==> src/rtl/core/swhsr_pkg.sv <==
// Shared types and constants for the single-wire humidity sensor reader.
// No dependencies; every rtl/core file refers to this package by scoped names.
package swhsr_pkg;

    localparam int unsigned FRAME_W    = 40;
    localparam int unsigned BITCNT_W   = 6;
    localparam int unsigned EDGE_W     = 7;
    localparam int unsigned RUN_W      = 8;
    localparam int unsigned TIMER_W    = 16;
    localparam int unsigned CFG_IDX_W  = 3;
    localparam int unsigned CFG_DATA_W = 16;

    localparam logic [EDGE_W-1:0]   MAX_EDGES   = 7'd85;
    localparam logic [BITCNT_W-1:0] FRAME_BITS  = 6'd40;
    localparam logic [RUN_W-1:0]    RUN_MAX     = 8'd255;

    localparam logic [15:0] RST_PREHIGH   = 16'd10000;
    localparam logic [15:0] RST_START_LOW = 16'd18000;
    localparam logic [7:0]  RST_RELEASE   = 8'd40;
    localparam logic [7:0]  RST_ONE_THR   = 8'd16;
    localparam logic [7:0]  RST_TIMEOUT   = 8'd255;

    localparam logic [CFG_IDX_W-1:0] CFG_PREHIGH   = 3'd0;
    localparam logic [CFG_IDX_W-1:0] CFG_START_LOW = 3'd1;
    localparam logic [CFG_IDX_W-1:0] CFG_RELEASE   = 3'd2;
    localparam logic [CFG_IDX_W-1:0] CFG_ONE_THR   = 3'd3;
    localparam logic [CFG_IDX_W-1:0] CFG_TIMEOUT   = 3'd4;

    typedef enum logic [2:0] {
        PH_IDLE     = 3'd0,
        PH_PREHIGH  = 3'd1,
        PH_STARTLOW = 3'd2,
        PH_RELEASE  = 3'd3,
        PH_MEASURE  = 3'd4
    } t_phase;

    typedef struct packed {
        logic command;
        logic line_level;
    } t_in_item;

    typedef struct packed {
        logic                drive_enable;
        logic                drive_value;
        logic                busy_res;
        logic                done_res;
        logic                data_ok;
        logic [15:0]         humidity_tenths;
        logic signed [15:0]  temperature_tenths;
        logic [BITCNT_W-1:0] bits_received;
    } t_out_item;

    typedef struct packed {
        logic               data_ok;
        logic [15:0]        humidity_tenths;
        logic signed [15:0] temperature_tenths;
    } t_decode;

endpackage

==> src/rtl/core/swhsr_frame_decode.sv <==
// Checksum check and unit conversion of a captured 40-bit sensor frame.
// Depends on swhsr_pkg.
module swhsr_frame_decode (
    input  logic [swhsr_pkg::FRAME_W-1:0] i_frame,
    input  logic                          i_complete,
    output swhsr_pkg::t_decode            o_decode
);

    logic [7:0]  b0, b1, b2, b3, b4;
    logic [7:0]  sum;
    logic [15:0] mag;

    assign b0  = i_frame[39:32];
    assign b1  = i_frame[31:24];
    assign b2  = i_frame[23:16];
    assign b3  = i_frame[15:8];
    assign b4  = i_frame[7:0];
    assign sum = b0 + b1 + b2 + b3;
    assign mag = {1'b0, b2[6:0], b3};

    always_comb begin
        o_decode = '0;
        if (i_complete && (sum == b4)) begin
            o_decode.data_ok         = 1'b1;
            o_decode.humidity_tenths = {b0, b1};
            if (b2[7]) begin
                o_decode.temperature_tenths = 16'd0 - mag;
            end else begin
                o_decode.temperature_tenths = mag;
            end
        end
    end

endmodule

==> src/rtl/core/single_wire_humidity_sensor_reader_core.sv <==
// Top level of the single-wire humidity sensor reader: phase sequencer,
// run timing, bit capture and a two-entry result buffer.
// Depends on swhsr_pkg and swhsr_frame_decode.
//
//  channel | direction | signals                                  | handshake
//  --------+-----------+------------------------------------------+----------
//  in      | input     | i_in_data (t_in_item)                    | valid/ready
//  out     | output    | o_out_data (t_out_item)                  | valid/ready
//  cfg     | input     | i_cfg_index, i_cfg_wdata                 | write enable
//
// One item per cycle while the input is ready; each accepted item updates
// the state and registers its result in the output or skid register.
// A skid register holds a second result, so the input stalls only when both
// the output and skid registers are full.
// Synchronous active-low reset returns to idle, control regs at defaults.
module single_wire_humidity_sensor_reader_core (
    input  logic                                    i_clk,
    input  logic                                    i_rst_n,
    input  logic                                    i_in_valid,
    output logic                                    o_in_ready,
    input  swhsr_pkg::t_in_item                     i_in_data,
    output logic                                    o_out_valid,
    input  logic                                    i_out_ready,
    output swhsr_pkg::t_out_item                    o_out_data,
    input  logic                                    i_cfg_wr_en,
    input  logic [swhsr_pkg::CFG_IDX_W-1:0]         i_cfg_index,
    input  logic [swhsr_pkg::CFG_DATA_W-1:0]        i_cfg_wdata
);

    logic [15:0] r_prehigh, r_start_low;
    logic [7:0]  r_release, r_one_thr, r_timeout;

    swhsr_pkg::t_phase                   r_phase, n_phase;
    logic [swhsr_pkg::TIMER_W-1:0]       r_timer, n_timer;
    logic                                r_last_level, n_last_level;
    logic [swhsr_pkg::RUN_W-1:0]         r_run, n_run;
    logic [swhsr_pkg::EDGE_W-1:0]        r_edge_idx, n_edge_idx;
    logic [swhsr_pkg::BITCNT_W-1:0]      r_bit_count, n_bit_count;
    logic [swhsr_pkg::FRAME_W-1:0]       r_frame, n_frame;

    logic                                r_out_vld, r_skid_vld;
    swhsr_pkg::t_out_item                r_out, r_skid;

    logic                                accept, take, done;
    swhsr_pkg::t_phase                   from_prehigh, from_startlow, from_release;
    swhsr_pkg::t_phase                   step_next;
    logic [15:0]                         drive_len, timer_inc;
    logic [swhsr_pkg::RUN_W-1:0]         run_inc;
    logic [swhsr_pkg::EDGE_W-1:0]        edge_inc;
    swhsr_pkg::t_decode                  dec;
    swhsr_pkg::t_out_item                result;

    assign o_in_ready  = !r_skid_vld;
    assign accept      = i_in_valid && o_in_ready;
    assign take        = r_out_vld && i_out_ready;
    assign o_out_valid = r_out_vld;
    assign o_out_data  = r_out;

    // configuration registers
    always_ff @(posedge i_clk) begin
        if (!i_rst_n) begin
            r_prehigh   <= swhsr_pkg::RST_PREHIGH;
            r_start_low <= swhsr_pkg::RST_START_LOW;
            r_release   <= swhsr_pkg::RST_RELEASE;
            r_one_thr   <= swhsr_pkg::RST_ONE_THR;
            r_timeout   <= swhsr_pkg::RST_TIMEOUT;
        end else if (i_cfg_wr_en) begin
            unique case (i_cfg_index)
                swhsr_pkg::CFG_PREHIGH:   r_prehigh   <= i_cfg_wdata;
                swhsr_pkg::CFG_START_LOW: r_start_low <= i_cfg_wdata;
                swhsr_pkg::CFG_RELEASE:   r_release   <= i_cfg_wdata[7:0];
                swhsr_pkg::CFG_ONE_THR:   r_one_thr   <= i_cfg_wdata[7:0];
                swhsr_pkg::CFG_TIMEOUT:   r_timeout   <= i_cfg_wdata[7:0];
                default: ;
            endcase
        end
    end

    // skip drive phases whose length is zero
    assign from_release  = (r_release != 8'd0) ? swhsr_pkg::PH_RELEASE
                                               : swhsr_pkg::PH_MEASURE;
    assign from_startlow = (r_start_low != 16'd0) ? swhsr_pkg::PH_STARTLOW : from_release;
    assign from_prehigh  = (r_prehigh != 16'd0) ? swhsr_pkg::PH_PREHIGH : from_startlow;

    always_comb begin
        unique case (r_phase)
            swhsr_pkg::PH_PREHIGH: begin
                drive_len = r_prehigh;
                step_next = from_startlow;
            end
            swhsr_pkg::PH_STARTLOW: begin
                drive_len = r_start_low;
                step_next = from_release;
            end
            default: begin
                drive_len = {8'd0, r_release};
                step_next = swhsr_pkg::PH_MEASURE;
            end
        endcase
    end

    assign timer_inc = r_timer + 16'd1;
    assign run_inc   = (r_run < swhsr_pkg::RUN_MAX) ? r_run + 8'd1 : r_run;
    assign edge_inc  = r_edge_idx + 7'd1;

    always_comb begin
        n_phase      = r_phase;
        n_timer      = r_timer;
        n_last_level = r_last_level;
        n_run        = r_run;
        n_edge_idx   = r_edge_idx;
        n_bit_count  = r_bit_count;
        n_frame      = r_frame;
        done         = 1'b0;
        priority if (i_in_data.command) begin
            n_frame      = '0;
            n_bit_count  = '0;
            n_edge_idx   = '0;
            n_run        = '0;
            n_last_level = 1'b1;
            n_timer      = '0;
            n_phase      = from_prehigh;
        end else if (r_phase == swhsr_pkg::PH_PREHIGH || r_phase == swhsr_pkg::PH_STARTLOW
                     || r_phase == swhsr_pkg::PH_RELEASE) begin
            n_timer = timer_inc;
            if (timer_inc >= drive_len) begin
                n_phase = step_next;
                n_timer = '0;
                if (step_next == swhsr_pkg::PH_MEASURE) begin
                    n_last_level = 1'b1;
                    n_run        = '0;
                end
            end
        end else if (r_phase == swhsr_pkg::PH_MEASURE) begin
            if (i_in_data.line_level == r_last_level) begin
                n_run = run_inc;
                done  = (run_inc >= r_timeout);
            end else begin
                if (r_edge_idx >= 7'd4 && !r_edge_idx[0]
                    && r_bit_count < swhsr_pkg::FRAME_BITS) begin
                    n_frame     = {r_frame[swhsr_pkg::FRAME_W-2:0], (r_run > r_one_thr)};
                    n_bit_count = r_bit_count + 6'd1;
                end
                n_last_level = i_in_data.line_level;
                n_run        = '0;
                n_edge_idx   = edge_inc;
                done         = (edge_inc >= swhsr_pkg::MAX_EDGES);
            end
            if (done) begin
                n_phase = swhsr_pkg::PH_IDLE;
                n_timer = '0;
            end
        end else begin
            n_phase = swhsr_pkg::PH_IDLE;
        end
    end

    swhsr_frame_decode u_decode (
        .i_frame    (n_frame),
        .i_complete ((n_phase == swhsr_pkg::PH_IDLE)
                     && (n_bit_count >= swhsr_pkg::FRAME_BITS)),
        .o_decode   (dec)
    );

    always_comb begin
        result                    = '0;
        result.drive_enable       = (n_phase == swhsr_pkg::PH_PREHIGH)
                                    || (n_phase == swhsr_pkg::PH_STARTLOW)
                                    || (n_phase == swhsr_pkg::PH_RELEASE);
        result.drive_value        = (n_phase == swhsr_pkg::PH_PREHIGH)
                                    || (n_phase == swhsr_pkg::PH_RELEASE);
        result.busy_res           = (n_phase != swhsr_pkg::PH_IDLE);
        result.done_res           = done;
        result.data_ok            = dec.data_ok;
        result.humidity_tenths    = dec.humidity_tenths;
        result.temperature_tenths = dec.temperature_tenths;
        result.bits_received      = n_bit_count;
    end

    always_ff @(posedge i_clk) begin
        if (!i_rst_n) begin
            r_phase      <= swhsr_pkg::PH_IDLE;
            r_timer      <= '0;
            r_last_level <= 1'b1;
            r_run        <= '0;
            r_edge_idx   <= '0;
            r_bit_count  <= '0;
            r_frame      <= '0;
        end else if (accept) begin
            r_phase      <= n_phase;
            r_timer      <= n_timer;
            r_last_level <= n_last_level;
            r_run        <= n_run;
            r_edge_idx   <= n_edge_idx;
            r_bit_count  <= n_bit_count;
            r_frame      <= n_frame;
        end
    end

    // result buffer: output register plus skid register
    always_ff @(posedge i_clk) begin
        if (!i_rst_n) begin
            r_out_vld  <= 1'b0;
            r_skid_vld <= 1'b0;
        end else if (r_out_vld && !take) begin
            if (accept) begin
                r_skid_vld <= 1'b1;
            end
        end else if (r_skid_vld) begin
            r_out_vld  <= 1'b1;
            r_skid_vld <= 1'b0;
        end else begin
            r_out_vld <= accept;
        end
    end

    always_ff @(posedge i_clk) begin
        if (r_out_vld && !take) begin
            if (accept) begin
                r_skid <= result;
            end
        end else if (r_skid_vld) begin
            r_out <= r_skid;
        end else if (accept) begin
            r_out <= result;
        end
    end

    a_skid_needs_out: assert property (@(posedge i_clk) disable iff (!i_rst_n)
        r_skid_vld |-> r_out_vld)
        else $error("skid register full while output register empty");

    a_bit_count_cap: assert property (@(posedge i_clk) disable iff (!i_rst_n)
        r_bit_count <= swhsr_pkg::FRAME_BITS)
        else $error("bit count beyond frame length");

    a_ok_frame_full: assert property (@(posedge i_clk) disable iff (!i_rst_n)
        (r_out_vld && r_out.data_ok) |->
            (r_out.bits_received == swhsr_pkg::FRAME_BITS) && !r_out.busy_res)
        else $error("data_ok without a full frame on an idle block");

    a_done_ends_read: assert property (@(posedge i_clk) disable iff (!i_rst_n)
        (accept && done) |=> (r_phase == swhsr_pkg::PH_IDLE))
        else $error("read end did not return to idle");

endmodule
==> config.mk <==
export PLATFORM = sky130hd
export DESIGN_NAME = single_wire_humidity_sensor_reader_core
export DESIGN_NICKNAME = d
export VERILOG_FILES = /design/src/rtl/core/swhsr_pkg.sv /design/src/rtl/core/swhsr_frame_decode.sv /design/src/rtl/core/single_wire_humidity_sensor_reader_core.sv
export SDC_FILE = /design/constraint.sdc
export NUM_CORES = 1
export LEC_CHECK = 0
export ABC_CLOCK_PERIOD_IN_PS = 6690
export BUFFER_PORTS_ARGS = -buffer_cell sky130_fd_sc_hd__buf_2
export CORE_MARGIN = 5
export CORE_UTILIZATION = 45
export DETAILED_ROUTE_END_ITERATION = 6
export GPL_ROUTABILITY_DRIVEN = 0
export GPL_TIMING_DRIVEN = 0
export PLACE_DENSITY = 0.61
export SLEW_MARGIN = 20
export SYNTH_ARGS = -nofsm -noshare
export SYNTH_HDL_FRONTEND = slang
export SYNTH_HIERARCHICAL = 1
export SYNTH_SLANG_ARGS = --single-unit
==> constraint.sdc <==
create_clock -name i_clk -period 6.69 [get_ports i_clk]
set_clock_uncertainty 0.05 [all_clocks]
set_input_delay 1.338 -clock i_clk [delete_from_list [all_inputs] [get_ports i_clk]]
set_output_delay 1.338 -clock i_clk [all_outputs]
set_load 0.1 [all_outputs]
==> qor.tcl, run 1 <==
set qor(min_path_cells) 2
set qor(multi_input_area_sq_mm) 0.00643
set qor(fp.dieArea_sq_mm) 0.0309
set qor(xor_xnor_fraction_of_synth_area_pct) 4.10
set qor(cts_max_level) 1
set qor(total_leakage_power_uw) 0.00513
set qor(grt.total_usage_pct) 19.9
set qor(crit_path_cell_trace) {buf_2, xnor2_1, a211oi_2, and2_1, buf_6, buf_12, mux2i_1, nor2_2, fa_1, inv_1, fa_1, inv_1, ha_1, a211oi_1, o21bai_1, a21oi_1, xnor2_1, clkbuf_1, nor2_1, mux2_2}
set qor(rrSetupSlack_ns) 0.60
set qor(tritoncts) {built}
set qor(routed_wirelength_mm) 31.3
set qor(cts-hold-fix-buffers) 0
set qor(setup_viol_count_final) 0
set qor(synthesis.yosys.warnings) 6
set qor(antenna_cells) 0
set qor(num_rows) 60
set qor(initial_drt_pass_iterations) 6
set qor(final_cell_mix) {271 x sky130_fd_sc_hd__nand2_1, 139 x sky130_fd_sc_hd__dfxtp_1, 121 x sky130_fd_sc_hd__a21oi_1}
set qor(share_of_cells_above_drive_strength_1_pct) 15.6
set qor(startpoint_type) {input port}
set qor(via_per_inst) 5.56
set qor(whs_endpoint) {r_frame[39]$_SDFFE_PN0P_}
set qor(synth_cells) 1349
set qor(grt_start_max_net_pins) 35
set qor(timing_max_transition_violations_final) 0
set qor(count_of_clock_tree_sinks) 225
set qor(core_sq_mm) 0.0270
set qor(die_height_um) 176
set qor(post-route-worst-setup-slack_ns) 0.528
set qor(worst_hold_path_type) {reg2reg}
set qor(mostFrequentLayoutCell) {sky130_fd_sc_hd__nand2_1}
set qor(timing.hold.worst.start) {r_frame[39]$_SDFFE_PN0P_}
set qor(portBuffers) 69
set qor(cts_max_path_buffers) 3
set qor(detail-route-antenna-nets) 0
set qor(syn_area_sq_mm) 0.0124
set qor(synth_enable_flop_cells) 86
set qor(crit_arrival_ns) 6.38
set qor(power_per_cell_area_mw_per_mm2) 231
set qor(synth_top_family_by_area) {simple AND/OR/NAND/NOR gates}
set qor(run_status) {completed}
set qor(grt_first_pass_wirelength_mm) 50.5
set qor(maxClockFrequency_mhz) 162
set qor(die_x_um) 176
set qor(critical_path.max_fanout) 10
set qor(worstSetupPathType) {in2reg}
set qor(rr_worst_depth) 22
set qor(place.detailed.hpwl_mm) 23.2
set qor(mean_cell_area_of_the_mapped_netlist_sq_um) 9.18
set qor(syn-num-nets) 1435
set qor(peakVddDrop_mv) 0.141
set qor(period_needed_ns) 6.16
set qor(post_synth_adder_cell_area_pct) 6.91
set qor(slew_headroom_pct) 40.3
set qor(grt_antenna_before_repair) 0
set qor(timing.critical_path.slowest_cell_delay_ns) 0.59
set qor(tightestPinTransition_ns) 0.895
set qor(overflow) 0
set qor(cp.required_ns) 6.90
set qor(synth.ff_latch_count) 225
set qor(layout-area-overhead-vs-synth_pct) 13.7
set qor(hold_violations) 0
set qor(drc_errors) 0
set qor(drt-initial-drc-count) 699
set qor(synthFlopType) {sky130_fd_sc_hd__dfxtp_1}
set qor(root_buffer) {sky130_fd_sc_hd__clkbuf_16}
set qor(synth_cell_type_count) 70
set qor(asyncSetResetFlopFracSynth_pct) 0
set qor(post-cts-setup-buffers) 0
set qor(grt_setup_unrepaired) {no}
set qor(drt-wirelength-per-cell_um) 17.3
set qor(slowest_stage) {sky130_fd_sc_hd__clkbuf_1}
set qor(cpLargestDelayFamily) {adder cells}
set qor(top_level_ports) 71
set qor(cts_inserted_buffers) 25
set qor(cts_resized) 0
set qor(synth-simple-area-share_pct) 21.0
set qor(maximum_capacitance_violations) 0
set qor(timing.critical_path.buf_inv) 6
set qor(number_of_global_route_vias_before_repair) 9315
set qor(worstSkewPairLatency_ns) 0.53
set qor(vias) 10000
set qor(timing.rr.start) {r_timer[0]$_SDFFE_PN0P_}
set qor(synth_compound_gate_area_share_pct) 12.6
set qor(worst_setup_path_end_kind) {flip-flop}
set qor(filler_cell_count) 2547
set qor(synth_sequential_area_ratio_pct) 43.3
set qor(nets) 1533
set qor(floorplan.initialDensity_pct) 45.8
set qor(synth.mux.area_fraction_pct) 7.30
set qor(fin_crit_sh_pct) 92.1
set qor(critical_path.reg2reg.endpoint) {o_out_data[35]$_DFFE_PP_}
set qor(worst_setup_hold_path_clk_slew_ns) 0.06
set qor(placement.setup.worst_slack_ns) -0.00214
set qor(tns_ns) 0
set qor(regArea_sq_mm) 0.00537
-- worst min-delay path, delay by kind of cell (launching register included) --
kind / cells / cell delay (ns)
AO/OA/AOI/OAI: 1 / 0.05
AND/OR/NAND/NOR: 1 / 0.05
flip-flops: 1 / 0.31
-- report_power, final --
group          internal [uW]  switching [uW]
Combinational           74.5             267
Clock                    891             556
Sequential              1460            15.5
-- worst max path at each step --
| stage | from | to | slack [ns] | cells past startpoint |
|---|---|---|---|---|
| 4_1_cts | i_in_data[0] | o_out_data[38]$_DFFE_PP_ | 0.53 | 20 |
| 2_1_floorplan | i_in_data[0] | o_out_data[38]$_DFFE_PP_ | 0.88 | 21 |
| 6_report | i_in_data[0] | o_out_data[38]$_DFFE_PP_ | 0.53 | 20 |
| 3_3_place_gp | i_in_data[0] | o_out_data[38]$_DFFE_PP_ | 0.04 | 20 |
| 3_5_place_dp | i_in_data[0] | o_out_data[38]$_DFFE_PP_ | -0.002 | 20 |
| 5_1_grt | r_timer[0]$_SDFFE_PN0P_ | o_out_data[35]$_DFFE_PP_ | 0.14 | 22 |
-- metal layers --
layer / share of wire [%] / routed length, um / global-route usage, %
met1: 49 / 15500 / 30.4
met2: 42 / 13000 / 29.6
met3: 6.9 / 2160 / 3.14
met4: 2.0 / 614 / 4.87
met5: 0 / 0 / 0
-- flip-flops by register name (all words and copies together) (netlist names), 16 cells and up --
signal and count:
r_frame 40, r_prehigh 16, o_out_data 43, r_start_low 16
r_skid 43, r_timer 16
-- logic make-up (layout without fill, tap and decap cells) --
logic type,after synthesis,after routing
AOI/OAI and AO/OA,257,257
xor gates and xnor gates,54,54
adders and majority gates,60,60
buffers and inverters,118,233
DFF,225,225
muxes,86,86
and+or+nand+nor,549,549
-- Yosys cell counts (all sizes together), types with 2 or more instances --
master | instances | area share (%)
edfxtp | 86 | 21
o21ai | 57 | 2.4
a21oi | 121 | 4.9
nand2 | 271 | 8.2
nand3 | 41 | 1.7
xnor3 | 2 | 0.36
nor4 | 19 | 0.96
buf | 26 | 1.9
inv | 40 | 1.2
dfxtp | 139 | 22
o21a | 7 | 0.42
and3 | 9 | 0.45
a21o | 4 | 0.30
o221ai | 8 | 0.57
and2 | 6 | 0.30
xor2 | 26 | 1.8
or2 | 3 | 0.15
a31oi | 4 | 0.20
nand4 | 11 | 0.56
o22ai | 4 | 0.20
xnor2 | 26 | 1.9
o2111ai | 2 | 0.14
o41ai | 2 | 0.20
nor2 | 102 | 3.9
o31ai | 10 | 0.65
or4 | 2 | 0.14
nor3b | 14 | 0.85
a221oi | 2 | 0.14
nor3 | 38 | 2.0
nand3b | 11 | 0.67
mux2 | 35 | 3.2
mux2i | 51 | 4.1
clkbuf | 51 | 1.7
fa | 14 | 2.3
o211ai | 11 | 0.67
a211oi | 7 | 0.46
nand2b | 2 | 0.10
a22o | 9 | 0.64
or3 | 9 | 0.45
nor2b | 8 | 0.40
ha | 46 | 4.6
-- area by class of cell --
cell class	count	area share, %
buffer	77	3.16
tap	341	3.03
inverter	41	1.09
multi-input combinational	1006	45.7
clock buffer	35	5.31
timing repair buffer	71	2.79
sequential	225	38.1
clock inverter	9	0.844
-- metrics by stage --
stage	hold WS (ns)	instances	utilization [%]	instance area, sq um	total power [uW]
CTS	0.406	1805	52.1	14100	3290
detailed placement	0.398	1761	48.9	13200	1840
global placement	0.392	1759	48.7	13200	1840
finish	0.405	1805	52.1	14100	3260
floorplan	0.386	1349	-	12400	1750
global route	0.440	1805	52.1	14100	3370
No activity file was read; power rests on OpenSTA's default activity.
==> run 2: changes to the inputs <==
- ABC_AREA: not set -> 1
==> qor.tcl, run 2 <==
set qor(run_status) {completed}
set qor(synthMostInstantiatedCell) {sky130_fd_sc_hd__nand2_1}
set qor(tns_ns) 0 ;# unchanged
set qor(synth.largest_area_cell) {sky130_fd_sc_hd__dfxtp_1}
set qor(startpoint_type) {input port}
set qor(crit_arrival_ns) 6.09 ;# -0.29 ns
set qor(final_design_area_no_fill_sq_mm) 0.0143 ;# +1.5%
set qor(synth_cell_type_count) 49 ;# -30%
set qor(maxClockFrequency_mhz) 174 ;# +7.4%
set qor(place.detailed.hpwl_mm) 23.1 ;# -0.58%
set qor(cts_max_level) 1 ;# unchanged
set qor(count_of_clock_tree_sinks) 225 ;# unchanged
set qor(power_per_cell_area_mw_per_mm2) 254 ;# +9.6%
set qor(drt-wirelength-per-cell_um) 14.6 ;# -16%
set qor(worst_setup_hold_path_clk_slew_ns) 0.06 ;# about the same
set qor(vias) 10500 ;# +4.6%
set qor(synth.ff_latch_count) 225 ;# unchanged
set qor(mostFrequentLayoutCell) {sky130_fd_sc_hd__nand2_1}
set qor(layout-area-overhead-vs-synth_pct) 14.8
set qor(critical_path.max_fanout) 10 ;# unchanged
set qor(die_height_um) 176 ;# +0.22%
set qor(worst_hold_path_type) {reg2reg}
set qor(worst_setup_path_end_kind) {flip-flop}
set qor(tritoncts) {built}
set qor(nets) 1782 ;# +16%
set qor(grt_antenna_before_repair) 1 ;# +1
set qor(cts_resized) 0 ;# unchanged
set qor(synthesis.yosys.warnings) 6 ;# unchanged
set qor(total_leakage_power_uw) 0.00652 ;# +27%
set qor(seq_power_share_pct) 41.8 ;# -3.3 points
set qor(synthFlopType) {sky130_fd_sc_hd__dfxtp_1}
set qor(cts-hold-fix-buffers) 0 ;# unchanged
set qor(num_rows) 60 ;# unchanged
set qor(period_needed_ns) 5.74 ;# -0.425 ns
set qor(grt_first_pass_wirelength_mm) 50.9 ;# +0.93%
set qor(relative_contribution_of_the_clock_network_to_total_power_pct) 43.4 ;# -1.0 points
set qor(worstSetupPathType) {in2reg}
set qor(synth_enable_flop_cells) 86 ;# unchanged
set qor(placed_cell_area_sq_mm) 0.0133 ;# +0.74%
set qor(internal_power_uw) 2630 ;# +8.6%
set qor(cts_max_path_buffers) 3 ;# unchanged
set qor(drc_errors) 0 ;# unchanged
set qor(switchingPower_uw) 996 ;# +19%
set qor(placement.setup.worst_slack_ns) 0.402 ;# +0.404 ns
set qor(detail-route-antenna-nets) 0 ;# unchanged
set qor(yosysTopAreaCellShare_pct) 22.4 ;# -0.10 points
set qor(yosys-top-cells-area) {sky130_fd_sc_hd__dfxtp_1 22%, sky130_fd_sc_hd__edfxtp_1 21%, sky130_fd_sc_hd__nand2_1 10%}
set qor(slew_headroom_pct) 53.3 ;# +13 points
set qor(grt_setup_unrepaired) {no}
set qor(core_sq_mm) 0.0271 ;# +0.28%
set qor(worstSkewPairLatency_ns) 0.53 ;# about the same
set qor(post-route-worst-setup-slack_ns) 0.953 ;# +0.425 ns
set qor(root_buffer) {sky130_fd_sc_hd__clkbuf_16}
set qor(post-cts-setup-buffers) 0 ;# unchanged
set qor(synth_sequential_area_ratio_pct) 43.1 ;# -0.20 points
set qor(setup_viol_count_final) 0 ;# unchanged
set qor(floorplan.initialDensity_pct) 45.9 ;# +0.085 points
set qor(grt_start_max_net_pins) 31 ;# -11%
set qor(cts_inserted_buffers) 26 ;# +4.0%
set qor(fin_total_pwr_uw) 3630 ;# +11%
set qor(initial_drt_pass_iterations) 5 ;# -1
set qor(tightestPinTransition_ns) 0.701 ;# -0.194 ns
set qor(p_comb_share_pct) 14.7 ;# +4.2 points
set qor(antenna_cells) 0 ;# unchanged
set qor(routed_wirelength_mm) 30.4 ;# -2.8%
set qor(maximum_capacitance_violations) 0 ;# unchanged
set qor(hold_violations) 0 ;# unchanged
set qor(syn-num-nets) 1684 ;# +17%
set qor(synth_cells) 1598 ;# +18%
set qor(mean_cell_area_of_the_mapped_netlist_sq_um) 7.79 ;# -15%
set qor(portBuffers) 68 ;# -1.4%
set qor(overflow) 0 ;# unchanged
set qor(final_cell_mix) {332 x sky130_fd_sc_hd__nand2_1, 226 x sky130_fd_sc_hd__inv_1, 139 x sky130_fd_sc_hd__dfxtp_1}
set qor(switching_share_pct) 27.5 ;# +1.7 points
set qor(asyncSetResetFlopFracSynth_pct) 0 ;# unchanged
set qor(fp.dieArea_sq_mm) 0.0311 ;# +0.44%
set qor(grt.total_usage_pct) 19.7 ;# -0.20 points
set qor(fin_crit_sh_pct) 85.8 ;# -6.3 points
set qor(share_of_cells_above_drive_strength_1_pct) 13.1 ;# -2.6 points
set qor(timing_max_transition_violations_final) 0 ;# unchanged
set qor(yosys-top-cells-count) {332 x sky130_fd_sc_hd__nand2_1, 226 x sky130_fd_sc_hd__inv_1, 139 x sky130_fd_sc_hd__dfxtp_1}
set qor(drt-initial-drc-count) 783 ;# +12%
set qor(peakVddDrop_mv) 0.168 ;# +19%
set qor(via_per_inst) 5.03 ;# -9.5%
set qor(top_level_ports) 71 ;# unchanged
set qor(number_of_global_route_vias_before_repair) 9869 ;# +5.9%
set qor(syn_area_sq_mm) 0.0124 ;# +0.46%
set qor(die_x_um) 176 ;# +0.22%
set qor(cp.required_ns) 7.04 ;# +0.14 ns
-- run 2: changes by cell type in the layout (fill, tap and decap cells not counted), moves of 13 or more --
| cell | change |
|---|---|
| sky130_fd_sc_hd__mux2i_1 | -50 |
| sky130_fd_sc_hd__nor2_1 | +61 |
| sky130_fd_sc_hd__mux2_2 | -34 |
| sky130_fd_sc_hd__xnor2_1 | -16 |
| sky130_fd_sc_hd__nor3_1 | -14 |
| sky130_fd_sc_hd__o21ai_0 | +70 |
| sky130_fd_sc_hd__or2_2 | +39 |
| sky130_fd_sc_hd__nor4_1 | -14 |
| sky130_fd_sc_hd__nand3_1 | +31 |
| sky130_fd_sc_hd__nor3b_1 | -14 |
| sky130_fd_sc_hd__nor2_2 | -13 |
| sky130_fd_sc_hd__inv_1 | +186 |
| sky130_fd_sc_hd__o211ai_1 | +44 |
| sky130_fd_sc_hd__nand2_1 | +61 |
-- run 2: layer usage --
| metal | part of all wire (%) | vias up | wire, um | track usage (%) |
|---|---|---|---|---|
| met2 | 40 | 274 | 12300 | 29.0 |
| li1 | - | 5458 | - | - |
| met5 | 0.036 | - | 11 | 0 |
| met3 | 6.5 | 37 | 1980 | 3.19 |
| met1 | 52 | 4732 | 15700 | 30.8 |
| met4 | 1.5 | 2 | 463 | 3.67 |
-- run 2: power groups by stage --
| stage | sequential (uW) | combinational (uW) | clock, uW |
|---|---|---|---|
| after floorplan | 1660 | 286 | 0 |
| after global placement | 1550 | 519 | 0 |
| after detailed placement | 1550 | 531 | 0 |
| after CTS | 1520 | 534 | 1610 |
| after global routing | 1520 | 594 | 1670 |
| final | 1520 | 534 | 1570 |
-- run 2: final timing paths --
path	start	endpoint	slack (ns)	depth (start not counted)
worst max-delay path	i_in_data[0]	o_out_data[35]$_DFFE_PP_	0.95	26
worst min-delay path	r_one_thr[2]$_SDFFE_PN0P_	r_one_thr[2]$_SDFFE_PN0P_	0.42	2
worst max register to register	r_phase[2]$_SDFFE_PN0P_	o_out_data[35]$_DFFE_PP_	1.45	25
worst min register to register	r_one_thr[2]$_SDFFE_PN0P_	r_one_thr[2]$_SDFFE_PN0P_	0.42	2
-- run 2: cells by family (layout without fill, tap and decap cells) --
family	after synthesis	after routing	share of synthesized area (%)
adders and majority gates	60	60	6.88
muxes	2	2	0.171
and+or+nand+nor	644	644	22.9
AOI/OAI and AO/OA	332	332	14.9
buffers and inverters	300	417	9.60
DFF	225	225	43.1
xor gates and xnor gates	35	35	2.46
-- run 2: area by class of cell --
type	instances	area, sq um
well taps	372	465
multi-input cells	1073	5900
clock buffers	36	813
inverters	232	873
clock inverters	11	161
flip-flops and latches	225	5370
fillers	2561	12800
plain buffers	68	322
repair buffers	70	388
-- run 2: critical path: stages --
cell                       delay (ns)
sky130_fd_sc_hd__buf_2           0.12
sky130_fd_sc_hd__xnor2_1         0.27
sky130_fd_sc_hd__inv_1           0.14
sky130_fd_sc_hd__nand2_2         0.11
sky130_fd_sc_hd__nor2_4          0.09
sky130_fd_sc_hd__clkbuf_1        0.23
sky130_fd_sc_hd__or2_2           0.32
sky130_fd_sc_hd__o211ai_1        0.11
sky130_fd_sc_hd__inv_1           0.18
sky130_fd_sc_hd__fa_1            0.55
sky130_fd_sc_hd__inv_1           0.05
sky130_fd_sc_hd__fa_1            0.47
sky130_fd_sc_hd__inv_1           0.04
sky130_fd_sc_hd__ha_1            0.22
sky130_fd_sc_hd__fa_1            0.53
sky130_fd_sc_hd__xor2_1          0.20
sky130_fd_sc_hd__nand2_1         0.06
sky130_fd_sc_hd__nand2_1         0.04
sky130_fd_sc_hd__nor2_1          0.11
sky130_fd_sc_hd__nand2_1         0.07
sky130_fd_sc_hd__nor2_2          0.18
sky130_fd_sc_hd__nand3_4         0.14
sky130_fd_sc_hd__buf_6           0.17
sky130_fd_sc_hd__nor2_1          0.18
sky130_fd_sc_hd__nand2_1         0.09
sky130_fd_sc_hd__nand2_1         0.08
-- run 2: per-stage QoR --
stage          util, %  std cells  hold WS [ns]
3_3_place_gp      48.9       2038         0.405
6_report          52.7       2087         0.415
3_5_place_dp      49.1       2040         0.408
2_1_floorplan        -       1598         0.385
5_1_grt           52.7       2087         0.430
4_1_cts           52.7       2087         0.417
==> run 3: changes to the inputs <==
- CORE_ASPECT_RATIO: not set -> 0.8
- CTS_CLUSTER_SIZE: not set -> 14
==> qor.tcl, run 3 (synthesized netlist as in run 2, its figures left out) <==
set qor(final_cells) 2078 ;# -0.43%
set qor(tns_ns) 0 ;# unchanged
set qor(placement.setup.worst_slack_ns) 0.445 ;# +0.0423 ns
set qor(filler_cell_count) 2682 ;# +4.7%
set qor(cts_max_level) 1 ;# unchanged
set qor(final_cell_mix) {332 x sky130_fd_sc_hd__nand2_1, 226 x sky130_fd_sc_hd__inv_1, 139 x sky130_fd_sc_hd__dfxtp_1}
set qor(timing.hold.worst.start) {r_one_thr[7]$_SDFFE_PN0P_}
set qor(post-route-worst-setup-slack_ns) 0.990 ;# +0.0378 ns
set qor(drt-initial-drc-count) 900 ;# +15%
set qor(num_rows) 54 ;# -10%
set qor(hold-worst-slack_ns) 0.413 ;# -0.00197 ns
set qor(count_of_clock_tree_sinks) 225 ;# unchanged
set qor(slew_headroom_pct) 52.4 ;# -0.88 points
set qor(cts_resized) 0 ;# unchanged
set qor(routed_wirelength_mm) 31.9 ;# +4.9%
set qor(portBuffers) 68 ;# unchanged
set qor(nets) 1782 ;# unchanged
set qor(overflow) 0 ;# unchanged
set qor(rr_worst_depth) 24 ;# -4.0%
set qor(place.detailed.instances) 2032 ;# -0.39%
set qor(gr-usage-met3_pct) 2.99 ;# -0.20 points
set qor(seq_power_share_pct) 44.0 ;# +2.2 points
set qor(root_buffer) {sky130_fd_sc_hd__clkbuf_16}
set qor(floorplan.initialDensity_pct) 45.6 ;# -0.33 points
set qor(timing.rr.start) {r_phase[0]$_SDFFE_PN0P_}
set qor(maximum_capacitance_violations) 0 ;# unchanged
set qor(die_x_um) 196 ;# +11%
set qor(switchingPower_uw) 992 ;# -0.42%
set qor(drt-wirelength-per-cell_um) 15.4 ;# +5.3%
set qor(period_needed_ns) 5.70 ;# -0.0378 ns
set qor(critical_path.reg2reg.endpoint) {o_out_data[34]$_DFFE_PP_}
set qor(gr-max-usage-layer) {met1}
set qor(core_sq_mm) 0.0273 ;# +0.72%
set qor(hold_violations) 0 ;# unchanged
set qor(cts_max_path_buffers) 3 ;# unchanged
set qor(place.detailed.hpwl_mm) 24.4 ;# +5.8%
set qor(peakVddDrop_mv) 0.213 ;# +27%
set qor(antenna_cells) 0 ;# unchanged
set qor(mostFrequentLayoutCell) {sky130_fd_sc_hd__nand2_1}
set qor(whs_endpoint) {r_one_thr[7]$_SDFFE_PN0P_}
set qor(timing_max_transition_violations_final) 0 ;# unchanged
set qor(min_path_cells) 2 ;# unchanged
set qor(worst_setup_path_end_kind) {flip-flop}
set qor(number_of_global_route_vias_before_repair) 9980 ;# +1.1%
set qor(share_of_cells_above_drive_strength_1_pct) 12.7 ;# -0.34 points
set qor(startpoint_type) {input port}
set qor(drc_errors) 0 ;# unchanged
set qor(run_status) {completed}
set qor(grt_first_pass_wirelength_mm) 52.2 ;# +2.5%
set qor(internal_power_uw) 2470 ;# -6.2%
set qor(total_leakage_power_uw) 0.00645 ;# -1.1%
set qor(via_per_inst) 5.18 ;# +3.0%
set qor(switching_share_pct) 28.7 ;# +1.2 points
set qor(grt_util_met1_pct) 33.2 ;# +2.4 points
set qor(detail-route-antenna-nets) 0 ;# unchanged
set qor(grt_start_max_net_pins) 30 ;# -3.2%
set qor(p_comb_share_pct) 15.5 ;# +0.8 points
set qor(fin_crit_sh_pct) 85.2 ;# -0.56 points
set qor(power_per_cell_area_mw_per_mm2) 245 ;# -3.6%
set qor(worst_setup_hold_path_clk_slew_ns) 0.06 ;# about the same
set qor(layout-area-overhead-vs-synth_pct) 13.6
set qor(top_level_ports) 71 ;# unchanged
set qor(cp.required_ns) 7.04 ;# about the same
set qor(die_height_um) 159 ;# -10%
set qor(cts_inserted_buffers) 26 ;# unchanged
set qor(initial_drt_pass_iterations) 5 ;# unchanged
set qor(tritoncts) {built}
set qor(worstSetupPathType) {in2reg}
set qor(post-cts-setup-buffers) 0 ;# unchanged
set qor(tightestPinTransition_ns) 0.709 ;# +0.00782 ns
set qor(relative_contribution_of_the_clock_network_to_total_power_pct) 40.6 ;# -2.8 points
set qor(setup_viol_count_final) 0 ;# unchanged
set qor(critical_path.max_fanout) 10 ;# unchanged
set qor(cts-hold-fix-buffers) 0 ;# unchanged
set qor(rrSetupSlack_ns) 1.38 ;# -0.07 ns
set qor(worst_hold_path_type) {reg2reg}
set qor(gr-usage-met2_pct) 27.7 ;# -1.3 points
set qor(grt_antenna_before_repair) 1 ;# unchanged
set qor(crit_arrival_ns) 6.05 ;# -0.04 ns
set qor(fp.dieArea_sq_mm) 0.0311 ;# about the same
set qor(worstSkewPairLatency_ns) 0.53 ;# about the same
set qor(grt.total_usage_pct) 20.1 ;# +0.39 points
set qor(grt_setup_unrepaired) {no}
set qor(maxClockFrequency_mhz) 175 ;# +0.66%
set qor(vias) 10800 ;# +2.6%
-- run 3: metrics by stage --
stage	cell area (sq um)	total power, uW	utilization (%)
2_1_floorplan	12400	1950	-
3_3_place_gp	13200	2070	48.5
3_5_place_dp	13300	2080	48.7
4_1_cts	14100	3490	51.8
5_1_grt	14100	3610	51.8
6_report	14100	3460	51.8
-- run 3: metal layers --
metal / vias to the layer above / part of all wire [%]
li1: 5469 / -
met2: 281 / 39
met5: - / 0.041
met1: 4980 / 52
met3: 42 / 7.0
met4: 2 / 1.7
-- run 3: power groups by stage --
stage | clock network (uW) | logic, uW | registers (uW)
finish | 1400 | 535 | 1520
detailed placement | 0 | 532 | 1550
global route | 1490 | 593 | 1530
floorplan | 0 | 286 | 1660
global placement | 0 | 520 | 1550
CTS | 1430 | 534 | 1520
-- run 3: how the worst max path moves through the flow --
stage / start / end / slack [ns] / cells after the start
after global routing: i_in_data[0] / o_out_data[34]$_DFFE_PP_ / 0.69 / 26
after CTS: i_in_data[0] / o_out_data[34]$_DFFE_PP_ / 0.98 / 26
after global placement: i_in_data[0] / o_out_data[34]$_DFFE_PP_ / 0.46 / 26
after detailed placement: i_in_data[0] / o_out_data[34]$_DFFE_PP_ / 0.44 / 26
after floorplan: i_in_data[0] / o_out_data[32]$_DFFE_PP_ / 1.23 / 25
final: i_in_data[0] / o_out_data[34]$_DFFE_PP_ / 0.99 / 26
-- run 3: worst max-delay path, stage by stage --
cell and delay, ns:
sky130_fd_sc_hd__buf_2 0.11, sky130_fd_sc_hd__xnor2_1 0.14, sky130_fd_sc_hd__inv_1 0.12, sky130_fd_sc_hd__nand2_2 0.09
sky130_fd_sc_hd__nor2_4 0.27, sky130_fd_sc_hd__inv_4 0.11, sky130_fd_sc_hd__buf_2 0.20, sky130_fd_sc_hd__o211ai_1 0.30
sky130_fd_sc_hd__inv_1 0.20, sky130_fd_sc_hd__fa_1 0.54, sky130_fd_sc_hd__inv_1 0.05, sky130_fd_sc_hd__fa_1 0.47
sky130_fd_sc_hd__inv_1 0.04, sky130_fd_sc_hd__ha_1 0.21, sky130_fd_sc_hd__fa_1 0.53, sky130_fd_sc_hd__xor2_1 0.20
sky130_fd_sc_hd__nand2_1 0.06, sky130_fd_sc_hd__nand2_1 0.04, sky130_fd_sc_hd__nor2_1 0.14, sky130_fd_sc_hd__nand2_1 0.08
sky130_fd_sc_hd__nor2_2 0.15, sky130_fd_sc_hd__nand3_4 0.13, sky130_fd_sc_hd__buf_6 0.17, sky130_fd_sc_hd__nor2_1 0.16
sky130_fd_sc_hd__nand2_1 0.09, sky130_fd_sc_hd__nand2_1 0.10
-- run 3: cell type report --
class,instances,area [sq um],share of cell area [%]
Multi-Input combinational cell,1073,5900,41.7
Sequential cell,225,5370,38.0
Inverter,232,873,6.18
Clock buffer,35,728,5.15
Tap cell,364,455,3.22
Timing Repair Buffer,70,380,2.69
Buffer,68,322,2.27
Clock inverter,11,111,0.788
